### src/hdl/kts_pkg.sv
// ----------------------------------------------------------------------------
// kts_pkg
// Shared types and constants of the keyed tableau cipher.
// ----------------------------------------------------------------------------
`default_nettype none

package kts_pkg;

  // Fixed widths of the item fields
  localparam int unsigned SYM_W   = 8;
  localparam int unsigned ROW_W   = 7;
  localparam int unsigned FUNC_W  = 2;
  localparam int unsigned STAT_W  = 3;
  // Length snapshot wide enough for the largest table (256 symbols)
  localparam int unsigned LEN_W   = 9;
  // Headroom for position + row / position + position before the wrap
  localparam int unsigned SUM_W   = 10;
  localparam int unsigned SYM_CNT = 256;

  typedef enum logic [FUNC_W-1:0] {
    OP_CLEAR   = 2'd0,
    OP_APPEND  = 2'd1,
    OP_ENCRYPT = 2'd2,
    OP_DECRYPT = 2'd3
  } op_e;

  typedef enum logic [STAT_W-1:0] {
    ST_OK      = 3'd0,
    ST_UNKNOWN = 3'd1,
    ST_BAD_ROW = 3'd2,
    ST_FULL    = 3'd3,
    ST_EMPTY   = 3'd4
  } status_e;

  // What the back end has to do with a classified item
  typedef enum logic [1:0] {
    JOB_REPORT  = 2'd0,
    JOB_WRITE   = 2'd1,
    JOB_ENCRYPT = 2'd2,
    JOB_DECRYPT = 2'd3
  } job_kind_e;

  typedef struct packed {
    job_kind_e        kind;
    status_e          status;
    logic [SYM_W-1:0] sym_a;
    logic [SYM_W-1:0] sym_b;
    logic [ROW_W-1:0] row;
    logic [LEN_W-1:0] len;
  } job_t;

  typedef enum logic [2:0] {
    BK_IDLE     = 3'd0,
    BK_POS_A    = 3'd1,
    BK_POS_B    = 3'd2,
    BK_SYM_TOP  = 3'd3,
    BK_SYM_LAST = 3'd4
  } back_state_e;

endpackage

`default_nettype wire

### src/hdl/kts_ram.sv
// ----------------------------------------------------------------------------
// kts_ram
// Generic single write port RAM with one registered read port.
// ----------------------------------------------------------------------------
`default_nettype none

module kts_ram #(
  parameter int unsigned WIDTH = 8,
  parameter int unsigned DEPTH = 128
) (
  input  wire logic                              clk_i,
  input  wire logic                              we_i,
  input  wire logic [$clog2(DEPTH)-1:0]          waddr_i,
  input  wire logic [WIDTH-1:0]                  wdata_i,
  input  wire logic                              re_i,
  input  wire logic [$clog2(DEPTH)-1:0]          raddr_i,
  output logic      [WIDTH-1:0]                  rdata_o
);

  logic [WIDTH-1:0] mem_q [DEPTH];
  logic [WIDTH-1:0] rdata_q;

  always_ff @(posedge clk_i) begin
    if (we_i) begin
      mem_q[waddr_i] <= wdata_i;
    end
    if (re_i) begin
      rdata_q <= mem_q[raddr_i];
    end
  end

  assign rdata_o = rdata_q;

endmodule

`default_nettype wire

### src/hdl/kts_front.sv
// ----------------------------------------------------------------------------
// kts_front
// Accepts items, keeps presence map and alphabet length, classifies items.
// ----------------------------------------------------------------------------
`default_nettype none

module kts_front import kts_pkg::*; #(
  parameter int unsigned MAX_SYMBOLS = 128
) (
  input  wire logic              clk_i,
  input  wire logic              rst_ni,
  input  wire logic              accept_i,
  input  wire logic [FUNC_W-1:0] func_i,
  input  wire logic [SYM_W-1:0]  in_first_i,
  input  wire logic [SYM_W-1:0]  in_second_i,
  input  wire logic [ROW_W-1:0]  row_pick_i,
  output job_t                   job_o
);

  localparam int unsigned LW = $clog2(MAX_SYMBOLS + 1);

  logic [SYM_CNT-1:0] present_q, present_d;
  logic [LW-1:0]      len_q, len_d;

  logic    has_a, has_b, is_empty, is_full, bad_row;
  op_e     op;

  always_comb begin
    op       = op_e'(func_i);
    has_a    = present_q[in_first_i];
    has_b    = present_q[in_second_i];
    is_empty = (len_q == '0);
    is_full  = (len_q == LW'(MAX_SYMBOLS));
    bad_row  = (LEN_W'(row_pick_i) >= LEN_W'(len_q));

    job_o.kind   = JOB_REPORT;
    job_o.status = ST_OK;
    job_o.sym_a  = in_first_i;
    job_o.sym_b  = in_second_i;
    job_o.row    = row_pick_i;
    job_o.len    = LEN_W'(len_q);

    present_d = present_q;
    len_d     = len_q;

    case (op)
      OP_CLEAR: begin
        present_d = '0;
        len_d     = '0;
      end
      OP_APPEND: begin
        if (!has_a) begin
          if (is_full) begin
            job_o.status = ST_FULL;
          end else begin
            job_o.kind           = JOB_WRITE;
            present_d[in_first_i] = 1'b1;
            len_d                = len_q + LW'(1);
          end
        end
      end
      OP_ENCRYPT: begin
        if (is_empty)      job_o.status = ST_EMPTY;
        else if (!has_a)   job_o.status = ST_UNKNOWN;
        else if (bad_row)  job_o.status = ST_BAD_ROW;
        else               job_o.kind   = JOB_ENCRYPT;
      end
      OP_DECRYPT: begin
        if (is_empty)              job_o.status = ST_EMPTY;
        else if (!has_a || !has_b) job_o.status = ST_UNKNOWN;
        else                       job_o.kind   = JOB_DECRYPT;
      end
      default: begin
        job_o.status = ST_OK;
      end
    endcase
  end

  always_ff @(posedge clk_i or negedge rst_ni) begin
    if (!rst_ni) begin
      present_q <= '0;
      len_q     <= '0;
    end else if (accept_i) begin
      present_q <= present_d;
      len_q     <= len_d;
    end
  end

endmodule

`default_nettype wire

### src/hdl/kts_queue.sv
// ----------------------------------------------------------------------------
// kts_queue
// Two-entry job queue between front and back end.
// ----------------------------------------------------------------------------
`default_nettype none

module kts_queue import kts_pkg::*; (
  input  wire logic clk_i,
  input  wire logic rst_ni,
  input  wire logic push_i,
  input  job_t      push_job_i,
  input  wire logic pop_i,
  output job_t      head_o,
  output logic      empty_o,
  output logic      full_o
);

  job_t       slot_q [2];
  logic       wr_ptr_q, rd_ptr_q;
  logic [1:0] count_q;

  logic do_push, do_pop;

  assign empty_o = (count_q == 2'd0);
  assign full_o  = (count_q == 2'd2);
  assign head_o  = slot_q[rd_ptr_q];
  assign do_push = push_i && !full_o;
  assign do_pop  = pop_i && !empty_o;

  always_ff @(posedge clk_i) begin
    if (do_push) begin
      slot_q[wr_ptr_q] <= push_job_i;
    end
  end

  always_ff @(posedge clk_i or negedge rst_ni) begin
    if (!rst_ni) begin
      wr_ptr_q <= 1'b0;
      rd_ptr_q <= 1'b0;
      count_q  <= 2'd0;
    end else begin
      if (do_push) wr_ptr_q <= ~wr_ptr_q;
      if (do_pop)  rd_ptr_q <= ~rd_ptr_q;
      case ({do_push, do_pop})
        2'b10:   count_q <= count_q + 2'd1;
        2'b01:   count_q <= count_q - 2'd1;
        default: count_q <= count_q;
      endcase
    end
  end

endmodule

`default_nettype wire

### src/hdl/kts_back.sv
// ----------------------------------------------------------------------------
// kts_back
// Executes queued jobs against the alphabet and position memories.
// ----------------------------------------------------------------------------
`default_nettype none

module kts_back import kts_pkg::*; #(
  parameter int unsigned MAX_SYMBOLS = 128
) (
  input  wire logic             clk_i,
  input  wire logic             rst_ni,
  input  job_t                  head_i,
  input  wire logic             empty_i,
  output logic                  pop_o,
  output logic                  finish_o,
  output logic                  done_o,
  output logic [SYM_W-1:0]      out_first_o,
  output logic [SYM_W-1:0]      out_second_o,
  output logic [STAT_W-1:0]     status_o
);

  localparam int unsigned PW = (MAX_SYMBOLS > 1) ? $clog2(MAX_SYMBOLS) : 1;

  back_state_e state_q, state_d;
  job_t        job_q, job_d;
  logic [PW-1:0]    p1_q, p1_d;
  logic [PW-1:0]    idx2_q, idx2_d;
  logic [SYM_W-1:0] o1_q, o1_d;

  logic             done_q;
  logic [SYM_W-1:0] res_first_q, res_first_d;
  logic [SYM_W-1:0] res_second_q, res_second_d;
  status_e          res_status_q, res_status_d;

  // memory ports
  logic             sym_we, sym_re, pos_we, pos_re;
  logic [PW-1:0]    sym_waddr, sym_raddr;
  logic [SYM_W-1:0] sym_rdata;
  logic [SYM_W-1:0] pos_raddr;
  logic [PW-1:0]    pos_rdata;

  // modular add, operands already below len
  logic [SUM_W-1:0] wrap_a, wrap_b, wrap_sum, wrap_res, len_ext, row_ext, top;

  kts_ram #(
    .WIDTH (SYM_W),
    .DEPTH (MAX_SYMBOLS)
  ) u_sym_ram (
    .clk_i   (clk_i),
    .we_i    (sym_we),
    .waddr_i (sym_waddr),
    .wdata_i (head_i.sym_a),
    .re_i    (sym_re),
    .raddr_i (sym_raddr),
    .rdata_o (sym_rdata)
  );

  kts_ram #(
    .WIDTH (PW),
    .DEPTH (SYM_CNT)
  ) u_pos_ram (
    .clk_i   (clk_i),
    .we_i    (pos_we),
    .waddr_i (head_i.sym_a),
    .wdata_i (sym_waddr),
    .re_i    (pos_re),
    .raddr_i (pos_raddr),
    .rdata_o (pos_rdata)
  );

  always_comb begin
    len_ext  = SUM_W'(job_q.len);
    row_ext  = SUM_W'(job_q.row);
    wrap_a   = (state_q == BK_POS_B) ? SUM_W'(p1_q) : SUM_W'(pos_rdata);
    wrap_b   = (state_q == BK_POS_B) ? SUM_W'(pos_rdata) : row_ext;
    wrap_sum = wrap_a + wrap_b;
    wrap_res = (wrap_sum >= len_ext) ? (wrap_sum - len_ext) : wrap_sum;
    top      = (row_ext == '0) ? '0 : (len_ext - row_ext);
  end

  always_comb begin
    state_d      = state_q;
    job_d        = job_q;
    p1_d         = p1_q;
    idx2_d       = idx2_q;
    o1_d         = o1_q;
    pop_o        = 1'b0;
    finish_o     = 1'b0;
    res_first_d  = '0;
    res_second_d = '0;
    res_status_d = ST_OK;
    sym_we       = 1'b0;
    sym_waddr    = head_i.len[PW-1:0];
    sym_re       = 1'b0;
    sym_raddr    = '0;
    pos_we       = 1'b0;
    pos_re       = 1'b0;
    pos_raddr    = head_i.sym_a;

    case (state_q)
      BK_IDLE: begin
        if (!empty_i) begin
          pop_o = 1'b1;
          job_d = head_i;
          case (head_i.kind)
            JOB_REPORT: begin
              finish_o     = 1'b1;
              res_status_d = head_i.status;
            end
            JOB_WRITE: begin
              sym_we   = 1'b1;
              pos_we   = 1'b1;
              finish_o = 1'b1;
            end
            JOB_ENCRYPT, JOB_DECRYPT: begin
              pos_re  = 1'b1;
              state_d = BK_POS_A;
            end
            default: begin
              finish_o = 1'b1;
            end
          endcase
        end
      end
      BK_POS_A: begin
        if (job_q.kind == JOB_ENCRYPT) begin
          // first symbol is row top, second is shifted plaintext position
          idx2_d    = wrap_res[PW-1:0];
          sym_re    = 1'b1;
          sym_raddr = top[PW-1:0];
          state_d   = BK_SYM_TOP;
        end else begin
          p1_d      = pos_rdata;
          pos_re    = 1'b1;
          pos_raddr = job_q.sym_b;
          state_d   = BK_POS_B;
        end
      end
      BK_POS_B: begin
        sym_re    = 1'b1;
        sym_raddr = wrap_res[PW-1:0];
        state_d   = BK_SYM_LAST;
      end
      BK_SYM_TOP: begin
        o1_d      = sym_rdata;
        sym_re    = 1'b1;
        sym_raddr = idx2_q;
        state_d   = BK_SYM_LAST;
      end
      BK_SYM_LAST: begin
        finish_o = 1'b1;
        if (job_q.kind == JOB_ENCRYPT) begin
          res_first_d  = o1_q;
          res_second_d = sym_rdata;
        end else begin
          res_first_d  = sym_rdata;
        end
        state_d = BK_IDLE;
      end
      default: begin
        state_d = BK_IDLE;
      end
    endcase
  end

  always_ff @(posedge clk_i or negedge rst_ni) begin
    if (!rst_ni) begin
      state_q <= BK_IDLE;
      done_q  <= 1'b0;
    end else begin
      state_q <= state_d;
      done_q  <= finish_o;
    end
  end

  always_ff @(posedge clk_i) begin
    job_q  <= job_d;
    p1_q   <= p1_d;
    idx2_q <= idx2_d;
    o1_q   <= o1_d;
    if (finish_o) begin
      res_first_q  <= res_first_d;
      res_second_q <= res_second_d;
      res_status_q <= res_status_d;
    end
  end

  assign done_o       = done_q;
  assign out_first_o  = res_first_q;
  assign out_second_o = res_second_q;
  assign status_o     = res_status_q;

endmodule

`default_nettype wire

### src/hdl/keyed_tableau_cipher_top.sv
// ----------------------------------------------------------------------------
// keyed_tableau_cipher_top
// Keyed tableau cipher: alphabet build, encrypt and decrypt of symbols.
// ----------------------------------------------------------------------------
// One item is taken at a time: busy rises on accept and falls when the
// result is registered. Clear, append and every error case pass through
// the queue handoff and then register the result. Encrypt and decrypt
// take longer, set by three dependent reads of registered memories.
// Encrypt does a position lookup, then two alphabet reads through
// one port. Decrypt does two position lookups, then one alphabet read. Each
// result shows on done_o for exactly one cycle and cannot be held off; the
// receiver must take it then.
`default_nettype none

module keyed_tableau_cipher_top import kts_pkg::*; #(
  parameter int unsigned MAX_SYMBOLS = 128
) (
  input  wire logic              clk_i,
  input  wire logic              rst_ni,
  input  wire logic              start,
  output logic                   busy,
  input  wire logic [FUNC_W-1:0] func_i,
  input  wire logic [SYM_W-1:0]  in_first_i,
  input  wire logic [SYM_W-1:0]  in_second_i,
  input  wire logic [ROW_W-1:0]  row_pick_i,
  output logic                   done_o,
  output logic [SYM_W-1:0]       out_first_o,
  output logic [SYM_W-1:0]       out_second_o,
  output logic [STAT_W-1:0]      status_o
);

  logic in_flight_q;
  logic accept, pop, finish, q_empty, q_full;
  job_t new_job, head_job;

  assign busy   = in_flight_q;
  assign accept = start && !in_flight_q && !q_full;

  always_ff @(posedge clk_i or negedge rst_ni) begin
    if (!rst_ni) begin
      in_flight_q <= 1'b0;
    end else if (accept) begin
      in_flight_q <= 1'b1;
    end else if (finish) begin
      in_flight_q <= 1'b0;
    end
  end

  kts_front #(
    .MAX_SYMBOLS (MAX_SYMBOLS)
  ) u_front (
    .clk_i       (clk_i),
    .rst_ni      (rst_ni),
    .accept_i    (accept),
    .func_i      (func_i),
    .in_first_i  (in_first_i),
    .in_second_i (in_second_i),
    .row_pick_i  (row_pick_i),
    .job_o       (new_job)
  );

  kts_queue u_queue (
    .clk_i      (clk_i),
    .rst_ni     (rst_ni),
    .push_i     (accept),
    .push_job_i (new_job),
    .pop_i      (pop),
    .head_o     (head_job),
    .empty_o    (q_empty),
    .full_o     (q_full)
  );

  kts_back #(
    .MAX_SYMBOLS (MAX_SYMBOLS)
  ) u_back (
    .clk_i        (clk_i),
    .rst_ni       (rst_ni),
    .head_i       (head_job),
    .empty_i      (q_empty),
    .pop_o        (pop),
    .finish_o     (finish),
    .done_o       (done_o),
    .out_first_o  (out_first_o),
    .out_second_o (out_second_o),
    .status_o     (status_o)
  );

endmodule

`default_nettype wire
### config.mk
export PLATFORM = sky130hd
export DESIGN_NAME = keyed_tableau_cipher_top
export DESIGN_NICKNAME = d
export VERILOG_FILES = /design/src/hdl/kts_pkg.sv /design/src/hdl/kts_ram.sv /design/src/hdl/kts_front.sv /design/src/hdl/kts_queue.sv /design/src/hdl/kts_back.sv /design/src/hdl/keyed_tableau_cipher_top.sv
export SDC_FILE = /design/constraint.sdc
export NUM_CORES = 2
export LEC_CHECK = 0
export BUFFER_PORTS_ARGS = -buffer_cell sky130_fd_sc_hd__buf_2
export CAP_MARGIN = 20
export CELL_PAD_IN_SITES_DETAIL_PLACEMENT = 1
export CELL_PAD_IN_SITES_GLOBAL_PLACEMENT = 1
export CORE_ASPECT_RATIO = 0.75
export CORE_UTILIZATION = 45
export DETAILED_ROUTE_END_ITERATION = 10
export PLACE_DENSITY = 0.7
export SLEW_MARGIN = 0
export SYNTH_ARGS = -nofsm -noshare
export SYNTH_HDL_FRONTEND = slang
export SYNTH_SLANG_ARGS = --single-unit
### constraint.sdc
create_clock -name clk_i -period 10.4 [get_ports clk_i]
set_input_delay 1.56 -clock clk_i [delete_from_list [all_inputs] [get_ports clk_i]]
set_output_delay 1.56 -clock clk_i [all_outputs]
set_load 0.03 [all_outputs]
==> run_results.csv <==
group,metric,value,unit
routing,number_of_design_rule_violations_left_after_detail_routing,0,
die,chipHeight,470.7,um
grt,grt_start_max_net_pins,161,
logic_synthesis,synth_compound_area_frac,0.05391,
final_layout,layout-drive-gt1-share,0.1680,
logic_synthesis,synth_ff_type,"sky130_fd_sc_hd__edfxtp_1",
routing,first_pass_iters,5,
routing,first_iter_violations,8285,
placement,placement.cell_area,0.1363,mm^2
timing,worst_clock_skew_on_the_final_layout,0.07733,ns
timing,final-setup-viol-count,0,
grt,grt_pass1_vias,76000,
routing,routed_wl,363000,um
logic_synthesis,synth-adder-area-share,0.003398,
placement,dp_slack,2.870,ns
setup_path,critPathKind,"flop to flop",
logic_synthesis,synth_xor_area_frac,0.001727,
logic_synthesis,ys_async_sr_fraction,0.08421,
final_layout,final_area,0.1469,mm^2
min_path,min_from,"u_back.u_pos_ram.rdata_o[2]",
placement,buffer_ports.inserted,48,
die,die-width,627.0,um
setup_path,worstPathMaxFanout,37,
timing,hold_viol_final,0,
setup_path,worstSetupStartpoint,"u_back.state_q[0]",
die,design.portCount,49,
clocking,cts_hold_buffers,0,
logic_synthesis,synth_top_area_share,0.6763,
logic_synthesis,yosysMostFrequentCell,"sky130_fd_sc_hd__edfxtp_1",
run_status,outcome,"finished, final reports clean",
setup_path,timing.critical_path.to_type,"flop",
clocking,postCtsResizedCells,0,
grt,antenna_found_initial,14,
run,drv_cap,0,
final_layout,layout-area-overhead-vs-synth,11.41,%
clocking,clkLatencyLatePin,0.88,ns
setup_path,cp_data_required_time,11.03,ns
min_path,worst_hold_path_type,"flop to flop",
logic_synthesis,dominant_combinational_cell_family_by_area_after_synthesis,"multiplexers",
die,die-area,0.2951,mm^2
setup_path,cp_slowest_stage_delay,0.93,ns
routing,route.antenna.remaining_nets,0,
logic_synthesis,synth_area,0.1318,mm^2
die,fp-row-count,171,
die,initial_utilization,0.4540,
clocking,clock_sink_count,3242,
power_and_ir_drop,worst_case_vdd_ir_drop,0.1385,mV
timing,finalSetupTns,0,ns
grt,grt_first_pass_wirelength,533200,um
placement,routability_congestion_estimate,0.8522,
power_and_ir_drop,post-layout-total-power,25.77,mW
routing,via_count,74020,
clocking,post_cts.repair.setup_buffers,0,
placement,hpwl,212700,um
clocking,htreeDepth,5,
power_and_ir_drop,p_per_area,175.5,mW/mm^2
grt,grt.overflow.total,0,
setup_path,worst_path_slowest_cell,"sky130_fd_sc_hd__o41ai_1",
logic_synthesis,netlist_instances,7770,
logic_synthesis,synth.yosys.warnings,0,
logic_synthesis,syn_nets,7832,
die,core_region_area,0.2903,mm^2
logic_synthesis,biggest_area_contributors_in_the_synthesized_netlist,"sky130_fd_sc_hd__edfxtp_1 68%, sky130_fd_sc_hd__mux4_2 11%, sky130_fd_sc_hd__dfrtp_1 5.2%, sky130_fd_sc_hd__nand2_1 2.5%, sky130_fd_sc_hd__a22o_1 1.7%",
timing,final_max_slew_viol_count,0,
logic_synthesis,synth.area.mux_share,0.1296,
final_layout,final_cell_count_no_fill,11910,
logic_synthesis,synth_enable_flop_cells,2969,
placement,dpl.cell_count,11320,
setup_path,crit_family,"compound AO/OA/AOI/OAI gates",
final_layout,final_net_count,7822,
clocking,tritoncts,"done",
timing,max_clock_freq,129.5,MHz
logic_synthesis,synthSimpleGateAreaFrac,0.06531,
logic_synthesis,synth_seq_cells,3242,
grt,aggregate_global_route_resource_usage,0.2439,
logic_synthesis,netlist.top_cell.by_area,"sky130_fd_sc_hd__edfxtp_1",
timing,fin_crit_sh,0.7426,
clocking,cts_buffer_depth,4,
routing,routed_via_density,6.217,
setup_path,arrival,8.35,ns
logic_synthesis,top_cell_types_by_occurrence_after_synthesis,"2969 x sky130_fd_sc_hd__edfxtp_1, 875 x sky130_fd_sc_hd__nand2_1, 646 x sky130_fd_sc_hd__mux4_2",
setup_path,cp.buffers_inverters,2,
logic_synthesis,synth_area_per_cell,16.97,um^2
clocking,ctsRootBufferMaster,"sky130_fd_sc_hd__clkbuf_16",
logic_synthesis,synth.yosys.seq_area_share,0.7282,
routing,post_drt_wl_per_cell,30.49,um
timing,post-route-worst-setup-slack,2.677,ns
logic_synthesis,number_of_library_cell_types_mapped_by_synthesis,75,
setup_path,timing.critical_path.cells,"or3b_2, nand2_1, nand2_1, ha_1, and3_1, o21ai_0, nand2b_1, a211oi_1, nor2_1, ha_1, a21oi_1, o21ai_1, a21oi_1, mux2_2, a21o_4, buf_4, nor2_2, buf_4, a22o_1, o41ai_1, a211oi_1, a211o_1, o21a_1",
final_layout,finish.utilization,0.5058,
timing,worst_pin_slew,1.200,ns
timing,worst_hold_slack,0.4853,ns
timing,setup_repair_after_global_routing_missed_its_margin,"no",
clocking,clkSlewWorstSetupHoldPaths,0.06,ns
setup_path,sort_of_element_at_the_start_of_the_critical_path,"flop",
setup_path,critical_path.reg2reg.startpoint,"u_back.state_q[0]",
timing,finalWorstPathRequiredPeriod,7.723,ns
power_and_ir_drop,power_leakage,48.16,nW
timing,slew-limit-headroom,0.2000,
clocking,numCtsBuffers,323,
[metal layers]
metal	share of wire	up-vias	track usage	routed length (um)
li1	-	30690	-	-
met1	0.43	39540	0.3679	157800
met2	0.46	3233	0.3692	166300
met3	0.084	558	0.04558	30460
met4	0.023	8	0.05630	8423
met5	0.00013	-	0	46
[worst register-to-register path: cells and delay by family (launching register included)]
family | cells | cell delay, ns
AOI/OAI and AO/OA | 11 | 3.60
DFF | 1 | 0.46
muxes | 1 | 0.33
buffers and inverters | 2 | 0.85
adders and majority gates | 2 | 0.72
and+or+nand+nor | 7 | 1.56
[worst paths after layout]
check                                               to  slack [ns]  depth (start not counted)
setup reg to reg           u_back.u_sym_ram.rdata_o[0]        2.68                         23
max in group asynchronous             u_queue.rd_ptr_q        8.13                          2
setup / recovery           u_back.u_sym_ram.rdata_o[0]        2.68                         23
min in group asynchronous       u_front.present_q[222]        0.79                          1
hold reg to reg                         u_back.p1_q[2]        0.49                          0
hold / removal                          u_back.p1_q[2]        0.49                          0
[sequential cells by signal (all words and copies together), names as in the netlist, 7 cells and up]
name / flops
u_back.p1_q: 7
u_back.job_q: 25
u_back.u_pos_ram.rdata_o: 7
u_back.u_sym_ram.rdata_o: 8
u_back.u_pos_ram.mem_q: 1792
u_back.idx2_q: 7
u_front.present_q: 256
u_back.o1_q: 8
u_queue.slot_q: 72
u_front.len_q: 8
u_back.out_second_o: 8
u_back.u_sym_ram.mem_q: 1024
u_back.out_first_o: 8
[cell families after synthesis]
| group | after synthesis |
|---|---|
| simple gates | 2004 |
| compound gates | 991 |
| mux | 896 |
| buf+inv | 577 |
| flops | 3242 |
| xor+xnor | 26 |
| fa+ha+maj | 34 |
[final cells by class]
| type | instances | area (um^2) |
|---|---|---|
| fill | 26780 | 143500 |
| sequential | 3242 | 95990 |
| multi-input combinational | 3951 | 33690 |
| clock buffer | 430 | 8901 |
| tap | 3892 | 4870 |
| timing repair buffer | 186 | 1710 |
| clock inverter | 143 | 1411 |
| inverter | 56 | 272.8 |
| antenna | 6 | 15.01 |
[power by group]
part,total (mW),internal (mW),switching [mW]
clock,11.6,6.68,4.95
sequential,14.0,14.0,0.0000000000000000665
combinational,0.124,0.0346,0.0894
total,25.8,20.7,5.04
[cell usage in the layout (no fill, tap or decap), types with 213 or more instances in the layout]
cell type / instances
sky130_fd_sc_hd__edfxtp_1: 2969
sky130_fd_sc_hd__nand2_1: 873
sky130_fd_sc_hd__mux4_2: 646
sky130_fd_sc_hd__nor2_1: 531
sky130_fd_sc_hd__clkbuf_16: 336
sky130_fd_sc_hd__nand3_1: 328
sky130_fd_sc_hd__dfrtp_1: 272
sky130_fd_sc_hd__a22o_1: 261
sky130_fd_sc_hd__a21oi_1: 242
sky130_fd_sc_hd__mux2i_1: 224
sky130_fd_sc_hd__a211oi_1: 213
Note: power is estimated with default switching activity, not from simulation.
